===== config.mk =====
export PLATFORM = sky130hd
export DESIGN_NAME = pga_csr
export DESIGN_NICKNAME = d
export VERILOG_FILES = /design/src/hdl/pga_pkg.sv /design/src/hdl/pga_csr.sv
export SDC_FILE = /design/constraint.sdc
export NUM_CORES = 1
export LEC_CHECK = 0
export ABC_AREA = 1
export BUFFER_PORTS_ARGS = -buffer_cell sky130_fd_sc_hd__buf_2
export CAP_MARGIN = 20
export CORE_MARGIN = 2
export CORE_UTILIZATION = 30
export DETAILED_ROUTE_END_ITERATION = 6
export HOLD_SLACK_MARGIN = 0.08
export SYNTH_ARGS = -nofsm -noshare
export SYNTH_HDL_FRONTEND = slang
export SYNTH_SLANG_ARGS = --single-unit

===== constraint.sdc =====
create_clock -name clock -period 1.2 [get_ports clock]
set_input_delay 0.18 -clock clock [delete_from_list [all_inputs] [get_ports clock]]
set_output_delay 0.18 -clock clock [all_outputs]
set_load 0.01 [all_outputs]

===== src/hdl/pga_pkg.sv =====
package pga_pkg;

   localparam int WORD_W    = 32;
   localparam int DIFF_W    = WORD_W + 1;
   localparam int PROD_W    = WORD_W + DIFF_W;
   localparam int SUM_W     = PROD_W + 1;
   localparam int RIDGE_W   = 2 * WORD_W;
   localparam int IDX_W     = 3;
   localparam int DIV_STEPS = WORD_W;
   localparam int DEN_W     = WORD_W + 1;
   localparam int REM_W     = DEN_W + 1;

   typedef logic signed [WORD_W-1:0] word_type;

   typedef enum logic [1:0] {
      MODE_NONE    = 2'd0,
      MODE_LOG_SUM = 2'd1,
      MODE_L1      = 2'd2,
      MODE_L2      = 2'd3
   } mode_type;

   typedef enum logic [IDX_W-1:0] {
      CSR_PENALTY_MODE     = 3'd0,
      CSR_PENALTY_LEVEL    = 3'd1,
      CSR_PROXIMITY_LEVEL  = 3'd2,
      CSR_PROXIMITY_ENABLE = 3'd3,
      CSR_CONSENSUS_LEVEL  = 3'd4,
      CSR_CONSENSUS_ENABLE = 3'd5
   } csr_index_type;

   typedef struct packed {
      mode_type penalty_mode;
      word_type penalty_level;
      word_type proximity_level;
      logic     proximity_enable;
      word_type consensus_level;
      logic     consensus_enable;
   } cfg_type;

   typedef struct packed {
      word_type param_value;
      word_type raw_gradient;
      word_type proximity_target;
      word_type consensus_value;
      word_type consensus_multiplier;
      logic     element_last;
   } req_payload_type;

   typedef struct packed {
      word_type adjusted_gradient;
      logic     last_out;
   } rsp_payload_type;

   // one element in flight after the proximity and consensus terms
   typedef struct packed {
      logic                       valid;
      word_type                   grad;
      word_type                   param;
      logic signed [RIDGE_W-1:0]  ridge;
      logic                       last;
   } item_type;

   function automatic word_type sat_word(input logic signed [SUM_W-1:0] x);
      logic [SUM_W-WORD_W:0] hi_bits;
      hi_bits = x[SUM_W-1:WORD_W-1];
      if ((&hi_bits) || !(|hi_bits)) begin
         sat_word = x[WORD_W-1:0];
      end else if (x[SUM_W-1]) begin
         sat_word = {1'b1, {(WORD_W-1){1'b0}}};
      end else begin
         sat_word = {1'b0, {(WORD_W-1){1'b1}}};
      end
   endfunction

endpackage


===== src/hdl/pga_csr.sv =====
module pga_csr (
   input  logic                       clock,
   input  logic                       reset,
   input  logic                       csr_write_en,
   input  logic [pga_pkg::IDX_W-1:0]  csr_index,
   input  logic [pga_pkg::WORD_W-1:0] csr_write_data,
   output pga_pkg::cfg_type           cfg
);
   import pga_pkg::*;

   cfg_type cfg_ff;
   cfg_type cfg_in;

   always_comb begin
      cfg_in = cfg_ff;
      if (csr_write_en) begin
         case (csr_index_type'(csr_index))
            CSR_PENALTY_MODE:     cfg_in.penalty_mode     = mode_type'(csr_write_data[1:0]);
            CSR_PENALTY_LEVEL:    cfg_in.penalty_level    = csr_write_data;
            CSR_PROXIMITY_LEVEL:  cfg_in.proximity_level  = csr_write_data;
            CSR_PROXIMITY_ENABLE: cfg_in.proximity_enable = csr_write_data[0];
            CSR_CONSENSUS_LEVEL:  cfg_in.consensus_level  = csr_write_data;
            CSR_CONSENSUS_ENABLE: cfg_in.consensus_enable = csr_write_data[0];
            default:              cfg_in = cfg_ff;
         endcase
      end
   end

   always_ff @(posedge clock) begin
      if (reset) begin
         cfg_ff <= '0;
      end else begin
         cfg_ff <= cfg_in;
      end
   end

   assign cfg = cfg_ff;

endmodule


==> summary.md <==
| Metric | Value |
|---|---|
| I/O pin count | `about 140` |
| Avg WL per Cell | `approximately 13 um` |
| Seq cells post-synth | `100` |
| Placed insts | `887` |
| Total negative setup slack | `0 ns` |
| DR vias | `approximately 4000` |
| Routability cong. | `about 0.76` |
| CP top delay family | `flip-flops` |
| Hold-fix buffer count after cts | `0` |
| Crit path kind | `register to primary output` |
| Finished Cell Area | `5360 sq um` |
| Max_slew headroom | `0.756` |
| Setup Skew | `0 ns` |
| Starting Density | `0.304` |
| CP Max Fanout | `2` |
| Remaining global-route overflow | `0` |
| Worst path cell trace | `buf_2` |
| Post-synth cell types | `17` |
| Crit path launch | `cfg[29]` |
| Die ar. | `14900 sq um` |
| CP startpoint kind | `register` |
| # nets final | `roughly 760` |
| Register area | `about 2000 sq um` |
| R2R cell count | `2` |
| First-pass GRT wire length | `18900 um` |
| Clock root buffer | `clkbuf_16` |
| Reg-to-reg critical path startpoint | `cfg[2]` |
| Num Clock Sinks | `100` |
| Max Transition Viols Final | `0` |
| Total CTS buffers | `9` |
| Post-CTS Setup Inserts | `0` |
| Arr. time, crit path | `0.87 ns` |
| Levels on crit path | `1` |
| Share of cells above drive strength 1 | `0.254` |
| Number of DRC markers in iteration 0 | `approximately 270` |
| Reg clk slew, reported paths | `around 0.06 ns` |
| Post-Syn Area | `about 4200 sq um` |
| Drt pass-1 iters | `4` |
| Final WL | `12100 um` |
| Slew @ Worst Pin | `approximately 0.37 ns` |
| Hold depth | `5` |
| Critical Path RT | `~1.0 ns` |
| Finished Core Util | `0.389` |
| CTS-repair resized insts | `0` |
| Syn Nets | `roughly 630` |
| Yosys warns | `0` |
| RSZ-0062 raised after global routing | `false` |
| P per Cell Area | `between 1000 and 1500 nW/um^2` |
| Worst IR Drop VDD | `just over 0.6 mV` |
| DIE WIDTH | `between 100 and 150 um` |
| Vias per std cell | `approximately 4.4` |
| Sequential-to-total area share from yosys stat | `0.478` |
| Number of H-tree levels | `3` |
| Largest net degree at the start of global routing | `66` |
| Area of the multi-input gates | `1750 sq um` |
| Slowest-stage cell, CP | `dfxtp_1` |
| Final period utilization | `0.873` |
| Post-DRT Antenna Nets | `0` |
| Crit-path max cell delay | `~0.37 ns` |
| Setup crit end | `cfg[29]` |
| Largest register FFs | `100` |
| CTS tree | `built` |
| Vias in the first global route | `between 3000 and 4000` |
| Leakage | `2.67 nW` |
| Fill count | `roughly 1500` |
| Initial antenna violation count | `0` |
| Finish-stage setup viols | `0` |
| Worst path bufs/invs | `1` |
| Fin. Hold Viols | `0` |
| IO buf count | `between 100 and 150` |
| Outcome | `complete, no violations` |
| Global Route Usage Sum | `0.165` |
| Core box area | `13800 sq um` |
| Reg2reg end | `cfg[2]` |
| Dpl cell area | `around 5000 sq um` |
| Max Fclk | `about 950 MHz` |
| Area grow syn2layout | `27.9%` |
| Max_cap viols | `0` |
| Post-DP HPWL | `roughly 8500 um` |
| Critical path endpoint category | `primary output` |
| DRC viols | `0` |
| Ant diodes | `0` |
| Clock latency on the worst-skew pair | `0.35 ns` |
| Average cell area after synthesis | `7.09 sq um` |
| Cell Count, Final, Fillers Out | `900` |
| Die Y | `roughly 120 um` |
| Worst reg2reg setup slack | `roughly 0.60 ns` |
| CTS max path bufs | `2` |
| Clock period minus worst slack | `between 1 and 1.5 ns` |
| # rows | `between 40 and 50` |
| Synth Instances | `~590` |
| Class of the worst hold path | `input pin to register` |
metrics by stage:
stage | hold WS, ns | total power [W] | setup WS, ns
finish | 0.181 | 0.00723 | 0.153
global route | 0.199 | 0.00756 | 0.107
CTS | 0.173 | 0.00732 | 0.132
detailed placement | 0.465 | 0.00446 | 0.0636
global placement | 0.457 | 0.00446 | 0.0865
floorplan | 0.413 | 0.00412 | 0.276
kinds of logic after synthesis:
| group | after synthesis | synth area share |
|---|---|---|
| AO/OA/AOI/OAI | 2 | 0.00328 |
| buffers and inverters | 77 | 0.107 |
| flip-flops | 100 | 0.478 |
| AND/OR/NAND/NOR | 412 | 0.413 |
area by class of cell:
cell class | instances | area share
Inverter | 39 | 0.0276
Timing Repair Buffer | 154 | 0.177
Sequential cell | 100 | 0.374
Clock inverter | 2 | 0.00700
Tap cell | 180 | 0.0420
Multi-Input combinational cell | 414 | 0.327
Clock buffer | 11 | 0.0453
Yosys cell counts:
master / number / share of area
a21oi_1: 1 / 0.0012
a21oi_2: 1 / 0.0021
buf_1: 5 / 0.0045
buf_2: 9 / 0.011
buf_4: 7 / 0.013
buf_6: 16 / 0.043
clkbuf_1: 1 / 0.00089
dfxtp_1: 100 / 0.48
inv_1: 35 / 0.031
inv_2: 4 / 0.0036
nand2_1: 103 / 0.092
nand2_2: 3 / 0.0045
nand3_1: 99 / 0.12
nand3_2: 1 / 0.0024
nor2_1: 198 / 0.18
nor2_2: 3 / 0.0045
nor2_4: 5 / 0.013
cells in the final DEF (no fill, tap or decap):
cell type,n
clkinvlp_4,1
buf_2,137
dfxtp_1,100
buf_4,6
clkinv_2,1
nand3_2,1
nor2_2,1
nor2_1,198
nand2_2,3
nand3_1,99
nand2_1,103
clkbuf_8,1
bufinv_16,1
buf_12,11
clkbuf_1,1
nor2_4,7
a21oi_1,1
a21oi_2,1
clkbuf_16,9
inv_2,3
inv_1,35
worst min path at each step:
stage | slack [ns] | endpoint | start
CTS | 0.17 | cfg[62] | csr_write_data[28]
floorplan | 0.41 | cfg[86] | csr_index[1]
finish | 0.18 | cfg[76] | csr_write_data[10]
global placement | 0.46 | cfg[25] | cfg[25]
global route | 0.20 | cfg[62] | csr_write_data[28]
detailed placement | 0.46 | cfg[74] | cfg[74]
layer usage:
| metal | vias to the layer above | global-route usage | part of all wire |
|---|---|---|---|
| met2 | 107 | 0.271 | 0.46 |
| met4 | 0 | 0.0632 | 0.018 |
| met5 | - | 0 | 0 |
| met3 | 14 | 0.0459 | 0.066 |
| li1 | 2070 | - | - |
| met1 | 1772 | 0.206 | 0.46 |
power by group:
group	switching, W	total [W]	internal (W)
registers	0.0000617	0.00350	0.00344
clock network	0.00122	0.00286	0.00164
logic	0.000540	0.000876	0.000336
total	0.00182	0.00723	0.00541
Note: power is estimated with default switching activity, not from simulation.
