[config.mk]
export PLATFORM = sky130hd
export DESIGN_NAME = pga_out
export DESIGN_NICKNAME = d
export VERILOG_FILES = /design/src/hdl/pga_pkg.sv /design/src/hdl/pga_out.sv
export SDC_FILE = /design/constraint.sdc
export NUM_CORES = 1
export LEC_CHECK = 0
export BUFFER_PORTS_ARGS = -buffer_cell sky130_fd_sc_hd__clkbuf_2
export CORE_ASPECT_RATIO = 0.5
export CORE_MARGIN = 4
export CORE_UTILIZATION = 40
export CTS_BUF_LIST = sky130_fd_sc_hd__clkbuf_8 sky130_fd_sc_hd__clkbuf_16
export DETAILED_ROUTE_END_ITERATION = 6
export SLEW_MARGIN = 20
export SYNTH_ARGS = -nofsm -noshare
export SYNTH_HDL_FRONTEND = slang
export SYNTH_SLANG_ARGS = --single-unit
[constraint.sdc]
create_clock -name clock -period 14.2 [get_ports clock]
set_input_delay 2.84 -clock clock [delete_from_list [all_inputs] [get_ports clock]]
set_output_delay 2.84 -clock clock [all_outputs]
set_load 0.05 [all_outputs]
[src/hdl/pga_pkg.sv]
package pga_pkg;

   localparam int WORD_W    = 32;
   localparam int DIFF_W    = WORD_W + 1;
   localparam int PROD_W    = WORD_W + DIFF_W;
   localparam int SUM_W     = PROD_W + 1;
   localparam int RIDGE_W   = 2 * WORD_W;
   localparam int IDX_W     = 3;
   localparam int DIV_STEPS = WORD_W;
   localparam int DEN_W     = WORD_W + 1;
   localparam int REM_W     = DEN_W + 1;

   typedef logic signed [WORD_W-1:0] word_type;

   typedef enum logic [1:0] {
      MODE_NONE    = 2'd0,
      MODE_LOG_SUM = 2'd1,
      MODE_L1      = 2'd2,
      MODE_L2      = 2'd3
   } mode_type;

   typedef enum logic [IDX_W-1:0] {
      CSR_PENALTY_MODE     = 3'd0,
      CSR_PENALTY_LEVEL    = 3'd1,
      CSR_PROXIMITY_LEVEL  = 3'd2,
      CSR_PROXIMITY_ENABLE = 3'd3,
      CSR_CONSENSUS_LEVEL  = 3'd4,
      CSR_CONSENSUS_ENABLE = 3'd5
   } csr_index_type;

   typedef struct packed {
      mode_type penalty_mode;
      word_type penalty_level;
      word_type proximity_level;
      logic     proximity_enable;
      word_type consensus_level;
      logic     consensus_enable;
   } cfg_type;

   typedef struct packed {
      word_type param_value;
      word_type raw_gradient;
      word_type proximity_target;
      word_type consensus_value;
      word_type consensus_multiplier;
      logic     element_last;
   } req_payload_type;

   typedef struct packed {
      word_type adjusted_gradient;
      logic     last_out;
   } rsp_payload_type;

   // one element in flight after the proximity and consensus terms
   typedef struct packed {
      logic                       valid;
      word_type                   grad;
      word_type                   param;
      logic signed [RIDGE_W-1:0]  ridge;
      logic                       last;
   } item_type;

   function automatic word_type sat_word(input logic signed [SUM_W-1:0] x);
      logic [SUM_W-WORD_W:0] hi_bits;
      hi_bits = x[SUM_W-1:WORD_W-1];
      if ((&hi_bits) || !(|hi_bits)) begin
         sat_word = x[WORD_W-1:0];
      end else if (x[SUM_W-1]) begin
         sat_word = {1'b1, {(WORD_W-1){1'b0}}};
      end else begin
         sat_word = {1'b0, {(WORD_W-1){1'b1}}};
      end
   endfunction

endpackage

[src/hdl/pga_out.sv]
module pga_out (
   input  logic                       clock,
   input  logic                       reset,
   input  logic                       advance,
   input  pga_pkg::item_type          in_item,
   input  logic [pga_pkg::WORD_W-1:0] quotient,
   input  pga_pkg::cfg_type           cfg,
   output logic                       rsp_valid,
   output pga_pkg::rsp_payload_type   rsp_data
);
   import pga_pkg::*;

   logic                    rsp_valid_ff;
   rsp_payload_type         rsp_data_ff, rsp_data_in;

   logic signed [SUM_W-1:0] grad_w;
   logic signed [SUM_W-1:0] level_w;
   logic signed [SUM_W-1:0] mag_w;
   logic signed [SUM_W-1:0] quot_w;
   logic signed [SUM_W-1:0] soft_w;
   logic signed [SUM_W-1:0] log_sum_w;
   logic signed [SUM_W-1:0] l1_w;
   logic signed [SUM_W-1:0] ridge_w;
   logic signed [SUM_W-1:0] pick_w;
   logic                    param_pos;
   logic                    param_zero;

   always_comb begin
      grad_w     = SUM_W'(in_item.grad);
      level_w    = SUM_W'(cfg.penalty_level);
      mag_w      = level_w[SUM_W-1] ? -level_w : level_w;
      quot_w     = level_w[SUM_W-1] ? -SUM_W'(quotient) : SUM_W'(quotient);
      param_zero = (in_item.param == '0);
      param_pos  = !in_item.param[WORD_W-1] && !param_zero;

      // soft threshold toward zero at a zero parameter
      if (grad_w > 0) begin
         soft_w = (grad_w <= mag_w) ? '0 : grad_w - mag_w;
      end else if (grad_w < 0) begin
         soft_w = (grad_w >= -mag_w) ? '0 : grad_w + mag_w;
      end else begin
         soft_w = '0;
      end

      log_sum_w = param_pos ? grad_w + quot_w : grad_w - quot_w;
      l1_w      = param_pos ? grad_w + level_w : grad_w - level_w;
      ridge_w   = grad_w + SUM_W'(in_item.ridge);

      pick_w = grad_w;
      if (cfg.penalty_level != '0) begin
         case (cfg.penalty_mode)
            MODE_NONE:    pick_w = grad_w;
            MODE_LOG_SUM: pick_w = param_zero ? soft_w : log_sum_w;
            MODE_L1:      pick_w = param_zero ? soft_w : l1_w;
            MODE_L2:      pick_w = ridge_w;
            default:      pick_w = grad_w;
         endcase
      end

      rsp_data_in.adjusted_gradient = sat_word(pick_w);
      rsp_data_in.last_out          = in_item.last;
   end

   always_ff @(posedge clock) begin
      if (reset) begin
         rsp_valid_ff <= 1'b0;
      end else if (advance) begin
         rsp_valid_ff <= in_item.valid;
         rsp_data_ff  <= rsp_data_in;
      end
   end

   assign rsp_valid = rsp_valid_ff;
   assign rsp_data  = rsp_data_ff;

endmodule

==> flow_metrics.py <==
metrics = {
    "run_status": {
        "status": "finished clean",
    },
    "worst_hold_path": {
        "hp-start": "rsp_valid",
        "hp-class": "register to register",
    },
    "grt": {
        "antenna_found_initial": 1,
        "grt_pass1_wl_um": 191300,
        "grt_pass1_vias": 30050,
        "grt_overflow": 0,
        "grt_util_all_layers_pct": 32.96,
        "grt_max_degree": 69,
    },
    "route": {
        "vias": 33090,
        "postRouteWirelength_um": 129100,
        "first_iter_violations": 3872,
        "antenna_left": 0,
        "first_pass_iters": 6,
        "via_per_inst": 6.482,
        "drc": 0,
        "routedWlPerCell_um": 25.29,
    },
    "pwr": {
        "p_total_mw": 1.921,
        "vdd_drop_max_v": 0.00005724,
        "power_density_nw_per_um2": 64.24,
        "switching_power_mw": 1.142,
        "seqPwrFrac_pct": 6.6,
        "power_frac_comb_pct": 86.8,
        "clkPwrFrac_pct": 6.6,
        "p_int_mw": 0.7791,
        "switching_share_pct": 59.43,
        "cellLeakagePower_nw": 12.58,
    },
    "placement": {
        "pre_cts_ws_ps": 1877,
        "placed_cells": 5096,
        "io_buffers": 232,
        "place_congestion": 0.9890,
        "place_hpwl_um": 108000,
        "place_area_sq_um": 29730,
    },
    "floorplan": {
        "start_util_pct": 40.82,
        "core_area_sq_um": 67650,
        "die_x_um": 379.6,
        "num_rows": 67,
        "die_area_sq_um": 73560,
        "die_y_um": 193.8,
        "ios": 299,
    },
    "sta": {
        "min_period_ps": 12340,
        "grt_setup_unrepaired": "no",
        "max_slew_margin_pct": 17.58,
        "setup_viol": 0,
        "timing.fmax_ghz": 0.08106,
        "post-route-period-util_pct": 86.88,
        "setup_tns_ps": 0,
        "finalWorstSetupSlack_ps": 1863,
        "report.final.slew_viol_count": 0,
        "holdWs_ps": 511.6,
        "skew_ps": 0,
        "final_hold_viol_count": 0,
        "tightest_slew_ps": 1221,
    },
    "final_layout": {
        "multiInputGateArea_sq_um": 25390,
        "nets": 4839,
        "seq_area_sq_um": 1011,
        "area_growth_pct": 8.255,
        "stdcell_count": 5105,
        "fillCellCount": 7262,
        "design_area_sq_um": 29900,
        "utilization_pct": 44.19,
        "layout_commonest_cell": "a21oi_1",
        "drive_above_1_share_pct": 10.05,
        "final_cell_mix": "443 x a21oi_1, 367 x nand2_1, 363 x ha_1",
    },
    "logic_synthesis": {
        "ys_seq_area_share_pct": 3.661,
        "ys_types": 115,
        "syn_area_sq_um": 27620,
        "ys_seq_elements": 34,
        "syn_inst": 4069,
        "synth_flop_cell": "edfxtp_1",
        "synth_edf_count": 33,
        "async_flop_share_pct": 0,
        "post_synth.cell_area_avg_sq_um": 6.787,
        "ys_warn_count": 0,
    },
    "critical_path": {
        "cp_top_family": "simple AND/OR/NAND/NOR gates",
        "critPathSlowestCell": "nor4_1",
        "reg2reg_from": "rsp_valid",
        "crit_fanout": 25,
        "crit_path_end_kind": "register",
        "critPathArrivalTime_ps": 12320,
        "crit_type": "input pin to register",
        "max_stage_delay_ps": 580,
        "critPathBufInv": 4,
        "startpoint": "cfg[66]",
        "startpoint_type": "input pin",
        "cpMostUsedCell": "nand2_1",
        "crit_required_ps": 14180,
    },
    "clocking": {
        "cts.repair.resized": 0,
        "cts_buffers": 5,
        "cts_max_level": 2,
        "clk_pin_slew_ps": 60,
        "root_buffer": "clkbuf_16",
        "insertion_delay_ps": 290,
        "cts_tree": "done",
        "cts_sinks": 34,
        "cts_hold_buf": 0,
        "clk_path_buf_depth": 2,
        "cts_setup_buffers": 0,
    },
    "job": {
        "maxCapViolCount": 0,
    },
}
-- worst min-delay path, delay by kind of cell (launching register included) --
kind | cells | cell delay (ps)
multiplexers | 1 | 70
flip-flops | 1 | 330
AND/OR/NAND/NOR | 1 | 80
-- cell usage after synthesis, types with 40 or more instances --
cell type / instances / area (sq um)
o21a_1: 40 / 300.3
a21oi_1: 445 / 2227
a221oi_1: 45 / 394.1
ha_1: 363 / 4542
a31oi_1: 53 / 331.6
nand2b_1: 41 / 256.5
and2_1: 58 / 362.9
a211oi_1: 52 / 390.4
inv_1: 156 / 585.6
nor3_1: 100 / 500.5
o21ai_0: 276 / 1381
o21bai_1: 45 / 337.8
clkbuf_1: 169 / 634.4
nor2b_1: 43 / 269.0
nor2_1: 365 / 1370
xor2_1: 133 / 1165
nand4_1: 70 / 437.9
nor4_1: 54 / 337.8
o31ai_1: 65 / 488.0
nand3_1: 118 / 590.6
a21o_1: 125 / 938.4
o211ai_1: 49 / 367.9
and3_1: 43 / 269.0
xnor2_1: 202 / 1769
nand2_1: 367 / 1378
-- registers in the layout, indices dropped and copies added (netlist names) --
signal     flops
rsp_valid      1
rsp_data      33
-- cell type report --
cell class / instances / area share (%)
well taps: 897 / 3.754
diodes: 1 / 0.008370
clock inverters: 3 / 0.1339
inverters: 157 / 1.971
flip-flops and latches: 34 / 3.382
repair buffers: 290 / 5.403
multi-input cells: 3718 / 84.93
clock buffers: 5 / 0.4185
-- cells by family after synthesis --
| group | count (synthesis) | share of synthesized area (%) |
|---|---|---|
| compound gates | 1535 | 37.54 |
| xor+xnor | 336 | 10.68 |
| flops | 34 | 3.661 |
| other cells | 2 | 0.02719 |
| fa+ha+maj | 368 | 16.81 |
| simple gates | 1404 | 25.23 |
| mux | 14 | 0.5165 |
| buf+inv | 376 | 5.532 |
-- path summary, 6_finish.rpt --
path / slack, ps / end / depth (start not counted)
setup reg to reg: 13610 / rsp_valid / 2
hold / removal: 510 / rsp_valid / 2
setup / recovery: 1860 / rsp_data[6] / 33
hold reg to reg: 510 / rsp_valid / 2
-- power groups by stage --
stage | logic, mW | registers, mW | clock network [mW]
6_report | 1.67 | 0.127 | 0.126
5_1_grt | 1.79 | 0.128 | 0.134
4_1_cts | 1.63 | 0.127 | 0.128
3_5_place_dp | 1.62 | 0.129 | 0
3_3_place_gp | 1.61 | 0.129 | 0
2_1_floorplan | 1.09 | 0.162 | 0
-- per-layer routing --
metal  vias to the layer above  GRT usage, %  routed length (um)
met5                         -             0                   0
met4                         0         8.299                3747
met3                       135         4.422               10040
met2                      1320         49.50               53370
met1                     15970         49.07               61960
li1                      15670             -                   -
(Power assumes the default switching activity.)
